==> config.mk <==
export PLATFORM = sky130hd
export DESIGN_NAME = lfpe_mac
export DESIGN_NICKNAME = d
export VERILOG_FILES = /design/src/rtl/core/lfpe_pkg.sv /design/src/rtl/core/lfpe_mac.sv
export SDC_FILE = /design/constraint.sdc
export NUM_CORES = 2
export LEC_CHECK = 0
export ABC_AREA = 1
export BUFFER_PORTS_ARGS = -buffer_cell sky130_fd_sc_hd__clkbuf_2
export CELL_PAD_IN_SITES_DETAIL_PLACEMENT = 0
export CELL_PAD_IN_SITES_GLOBAL_PLACEMENT = 2
export CORE_AREA = 4 4 344 346
export CTS_CLUSTER_DIAMETER = 150
export DETAILED_ROUTE_END_ITERATION = 8
export DIE_AREA = 0 0 348 350
export PLACE_DENSITY_LB_ADDON = 0.1
export SYNTH_ARGS = -nofsm -noshare
export SYNTH_HDL_FRONTEND = slang
export SYNTH_SLANG_ARGS = --single-unit
==> constraint.sdc <==
create_clock -name clk -period 8.5 [get_ports clk]
set_input_delay 0.425 -clock clk [delete_from_list [all_inputs] [get_ports clk]]
set_output_delay 0.425 -clock clk [all_outputs]
set_load 0.01 [all_outputs]
==> src/rtl/core/lfpe_pkg.sv <==
package lfpe_pkg;

  localparam int COEF_W      = 32;
  localparam int POW_W       = 6;
  localparam int FRAC_BITS   = 30;
  localparam int STORE_DEPTH = 64;
  localparam int ADDR_W      = 6;

  localparam logic [POW_W-1:0] MAX_FACTORS = 6'd63;
  localparam logic [POW_W-1:0] BS_RESET    = 6'd63;

  typedef enum logic [3:0] {
    S_IDLE,
    S_LOAD1,
    S_RD,
    S_MB,
    S_MA,
    S_WR,
    S_ERD,
    S_EOUT
  } state_t;

  typedef struct packed {
    logic mul_en;
    logic acc_load;
  } mac_ctl_t;

endpackage

==> src/rtl/core/lfpe_mac.sv <==
module lfpe_mac (
  input  logic                               clk,
  input  lfpe_pkg::mac_ctl_t                 ctl,
  input  logic signed [lfpe_pkg::COEF_W-1:0] mul_x,
  input  logic signed [lfpe_pkg::COEF_W-1:0] mul_y,
  output logic signed [lfpe_pkg::COEF_W-1:0] coef,
  output logic                               sat
);

  localparam int PROD_W = 2 * lfpe_pkg::COEF_W;
  localparam int SUM_W  = PROD_W + 1;
  localparam int SH_W   = SUM_W - lfpe_pkg::FRAC_BITS;

  logic signed [PROD_W-1:0] prod_r;
  logic signed [PROD_W-1:0] acc_r;
  logic signed [SUM_W-1:0]  sum;
  logic signed [SH_W-1:0]   sh;
  logic                     hi_same;

  always_ff @(posedge clk) begin
    if (ctl.mul_en) begin
      prod_r <= mul_x * mul_y;
    end
    if (ctl.acc_load) begin
      acc_r <= prod_r;
    end
  end

  // round to nearest, ties up, then saturate
  always_comb begin
    sum = {acc_r[PROD_W-1], acc_r} + {prod_r[PROD_W-1], prod_r}
          + (SUM_W'(1) <<< (lfpe_pkg::FRAC_BITS - 1));
    sh = sum[SUM_W-1:lfpe_pkg::FRAC_BITS];
    hi_same = (sh[SH_W-1:lfpe_pkg::COEF_W-1] == '0) ||
              (sh[SH_W-1:lfpe_pkg::COEF_W-1] == '1);
    sat = !hi_same;
    if (hi_same) begin
      coef = sh[lfpe_pkg::COEF_W-1:0];
    end else if (sh[SH_W-1]) begin
      coef = {1'b1, {(lfpe_pkg::COEF_W-1){1'b0}}};
    end else begin
      coef = {1'b0, {(lfpe_pkg::COEF_W-1){1'b1}}};
    end
  end

endmodule
# Yosys cells after proc, flatten, opt, wreduce, memory -nomap -nowiden
# Cells that the tools add are included.
# op_classes
multipliers	1
n_addsub	2
reduce_logical	3
eq_ne	1
muxes	2
# ops
cell	count
64-bit by 64-bit adder with 65-bit output	1
65-bit by 30-bit adder with 65-bit output (second input constant)	1
32-bit by 32-bit multiplier with 64-bit output	1
32-bit 2-to-1 mux	2
4-bit == test (second input constant)	1
4-bit zero test	1
1-bit zero test	1
1-bit logical OR	1
# totals
elab_cells	11
register_bits	128
out_inout_bits	33

# Longest topological paths before layout
# depth
ltp_word	5
ltp_mapped	34
depth_no_buf	33

# Worst setup path before layout
# No wires, ideal clock.
# synth_timing
kind	in2reg
from	in mul_x[31] (netlist bit)
to	reg prod_r[59] (data pin)
path_slack_ps	1104
path_buffers	1
path_stages	27
arrival_time_ps	7134
setup_time_ps	262
cell_sequence	clkbuf_1 -> nand2_1 -> inv_1 -> fa_1 -> inv_1 -> fa_1 -> inv_1 -> fa_1 -> fa_1 -> inv_1 -> fa_1 -> inv_1 -> fa_1 -> inv_1 -> fa_1 -> inv_1 -> fa_1 -> ha_1 -> a21oi_1 -> inv_1 -> a31oi_1 -> o21ai_0 -> nand2_1 -> nand2_1 -> a21o_1 -> o21bai_1 -> xor2_1
# synth_between
elab_chain_cells	1
# synth_rtl
element	line	text
start, declared	lfpe_mac.sv:4	input logic signed [lfpe_pkg::COEF_W-1:0] mul_x,
32-bit by 32-bit multiplier with 64-bit output	lfpe_mac.sv:22	prod_r <= mul_x * mul_y;
end signal, assigned	lfpe_mac.sv:22	
end, declared	lfpe_mac.sv:14	logic signed [PROD_W-1:0] prod_r;
# Every way passes these cells.
# A chain may end at the register's enable or synchronous reset.

# Worst setup path after layout
# layout_timing
from	in mul_x[18] (netlist bit)
to	reg prod_r[62] (data pin)
# Same word-level chain as after synthesis.

==> metrics.md <==
| Metric | Value |
|---|---|
| Area share of the largest cell type after synthesis | 46.2% |
| RSZ-0062 raised after global routing | false |
| Critical R2R Capture | acc_r[60] |
| FMAX | 129 MHz |
| Drt via density | 4.79 |
| Final Wtd Congestion | 0.890 |
| CTS buffer count | 17 |
| Number of flops mapped to enable cells by yosys | 128 |
| Final Routed Wirelength | 144000 µm |
| Synthesized area per cell | 8.12 µm² |
| Hold path cells | 0 |
| Grt met3 use | 2.86% |
| Worst-path clk slew | 70 ps |
| Via count | 35200 |
| Fin crit period | 7740 ps |
| FF+latch count, synth | 128 |
| Largest net degree at the start of global routing | 65 |
| Detailed placement HPWL | 124000 µm |
| Async S/R FF share, synth | 0% |
| Min-Delay Startpoint | prod_r[26] |
| Drt first pass iters | 7 |
| Vias in the first global route | 38500 |
| Clock latency on the worst-skew pair | 440 ps |
| Drt wl/cell | 19.7 µm |
| Grt total ovfl | 0 |
| Cell taking the most area after synthesis | fa_1 |
| Setup TNS | 0 ps |
| Most common cell after layout, fill and taps aside | inv_1 |
| Met1 usage | 36.2% |
| Buffers on Ports | 99 |
| Worst R2R Setup Slack | 7730 ps |
| Post-synth net total | 7230 |
| Initial core utilization | 40.6% |
| Min-Delay Path Class | reg2reg |
| Top Ports | 100 |
| Worst-margin pin slew | 973 ps |
| # diodes | 0 |
| Pins over their slew limit | 0 |
| Sequential area share after synthesis | 8.20% |
| Die Y-Extent | 350 µm |
| Initial DRC Count | 2100 |
| Hold Violations, Final | 0 |
| Hold-fix buffers, CTS | 0 |
| Die area | 122000 µm² |
| Critical path type | in2reg |
| CTS tree | yes |
| Reg2Reg Launch Point | prod_r[60] |
| Post-CTS sizing | 0 |
| Crit-path max FO | 22 |
| Row count | 125 |
| Arr. time, crit path | 7920 ps |
| Max-cap violations | 0 |
| Sink Count | 128 |
| Post-CTS setup buffer count | 0 |
| Run status | completed |
| Ratio of cells with drive above 1 in the final layout | 5.75% |
| Ys Warns | 0 |
| R2R cell count | 0 |
| GRT Overall Usage | 24.5% |
| Max-slew headroom | 35.2% |
| Met2 usage | 39.0% |
| CORE AREA | 115000 µm² |
| CP startpoint kind | primary input |
| Global-route wire length before repair | 228000 µm |
| Clock Skew | 13.4 ps |
| Period utilization | 91.0% |
| Dominant synthesized flop cell | edfxtp_1 |
| Root Driver | clkbuf_16 |
| Layout overhead on the synthesized area | 6.79% |
| Worst Path Required | 8680 ps |
| Final ANT Viol Nets | 0 |
| Cell Area, Synth | 46900 µm² |
| Initial antenna violation count | 0 |
| Die X | 348 µm |
| Most frequent cells in the layout | 1693 x inv_1, 1541 x nand2_1, 1082 x fa_1, 309 x ha_1, 238 x nor2_1 |
| Count of different cell masters after synthesis | 47 |
| Clock tree buffer depth | 2 |
| Crit end category | flop |
| Gr busiest metal | met2 |
| Area contributors post-synth | fa_1 46%, inv_1 14%, nand2_1 12%, ha_1 8.2%, edfxtp_1 8.2% |
| Synth Instances | 5772 |
| Fin nets | 7267 |
| Min-Delay Endpoint | acc_r[26] |
| DRC Markers | 0 |
| H-Tree Depth | 4 |
| Final setup viols | 0 |
worst max path at each step:
stage               startpoint          to  slack [ps]  cells after the start
floorplan            mul_x[31]  prod_r[59]        1100                     27
global placement     mul_x[18]  prod_r[62]         370                     25
detailed placement   mul_x[31]  prod_r[57]         310                     24
CTS                  mul_x[31]  prod_r[57]         770                     24
global route         mul_y[20]  prod_r[57]         340                     25
finish               mul_x[18]  prod_r[62]         760                     25
cells in the mapped netlist (19+ instances only):
cell type  number
a21o_1         19
a21oi_1       130
clkbuf_1      191
edfxtp_1      128
fa_1         1082
ha_1          309
inv_1        1693
nand2_1      1541
nand2_2        25
nand3_1        70
nor2_1        238
o21ai_0        64
o21bai_1       24
xnor2_1        30
xor2_1         64
per-stage QoR:
step           instances  util, %  setup slack (ps)  instance area [µm²]  hold slack (ps)
3_5_place_dp        7314     42.9               309                49500              442
3_3_place_gp        7314     42.9               371                49500              436
4_1_cts             7346     43.4               768                50100              460
2_1_floorplan       5772        -              1100                46900              426
6_report            7346     43.4               763                50100              458
5_1_grt             7346     43.4               339                50100              468
per-layer routing:
metal | share of wire [%] | up-vias
li1 | - | 16500
met3 | 5.3 | 137
met5 | 0 | -
met2 | 45 | 857
met4 | 2.0 | 0
met1 | 48 | 17700
flip-flops by register name (all words and copies together) (netlist names):
register,cells
acc_r,64
prod_r,64
layout make-up:
type                       count  area, µm²
clock inverter                15        158
inverter                    1705       6400
tap                         1524       1910
sequential                   128       3840
timing repair buffer         216       1470
clock buffer                  17        425
multi-input combinational   3741      35900
fill                       11900      65400
critical path, cell delays in order:
cell and delay [ps]:
clkbuf_2 570, buf_4 370, nand2_1 110, fa_1 570
inv_1 60, fa_1 540, fa_1 580, fa_1 430
fa_1 570, fa_1 460, fa_1 490, inv_1 50
fa_1 500, inv_1 40, ha_1 380, nand2_1 110
nor2_1 240, inv_1 90, nor2_1 90, inv_1 60
nor4_1 410, nand3_1 140, nand3_1 270, a21oi_1 170
xor2_1 170
cells by family after synthesis:
group	after synthesis	share of synthesized area (%)
compound gates	293	3.64
xor+xnor	94	1.76
fa+ha+maj	1391	54.5
buf+inv	1903	15.3
flops	128	8.20
simple gates	1963	16.6
Power is not shown: default switching activity piles up to over one toggle a cycle in this logic, so the estimate is an artifact.
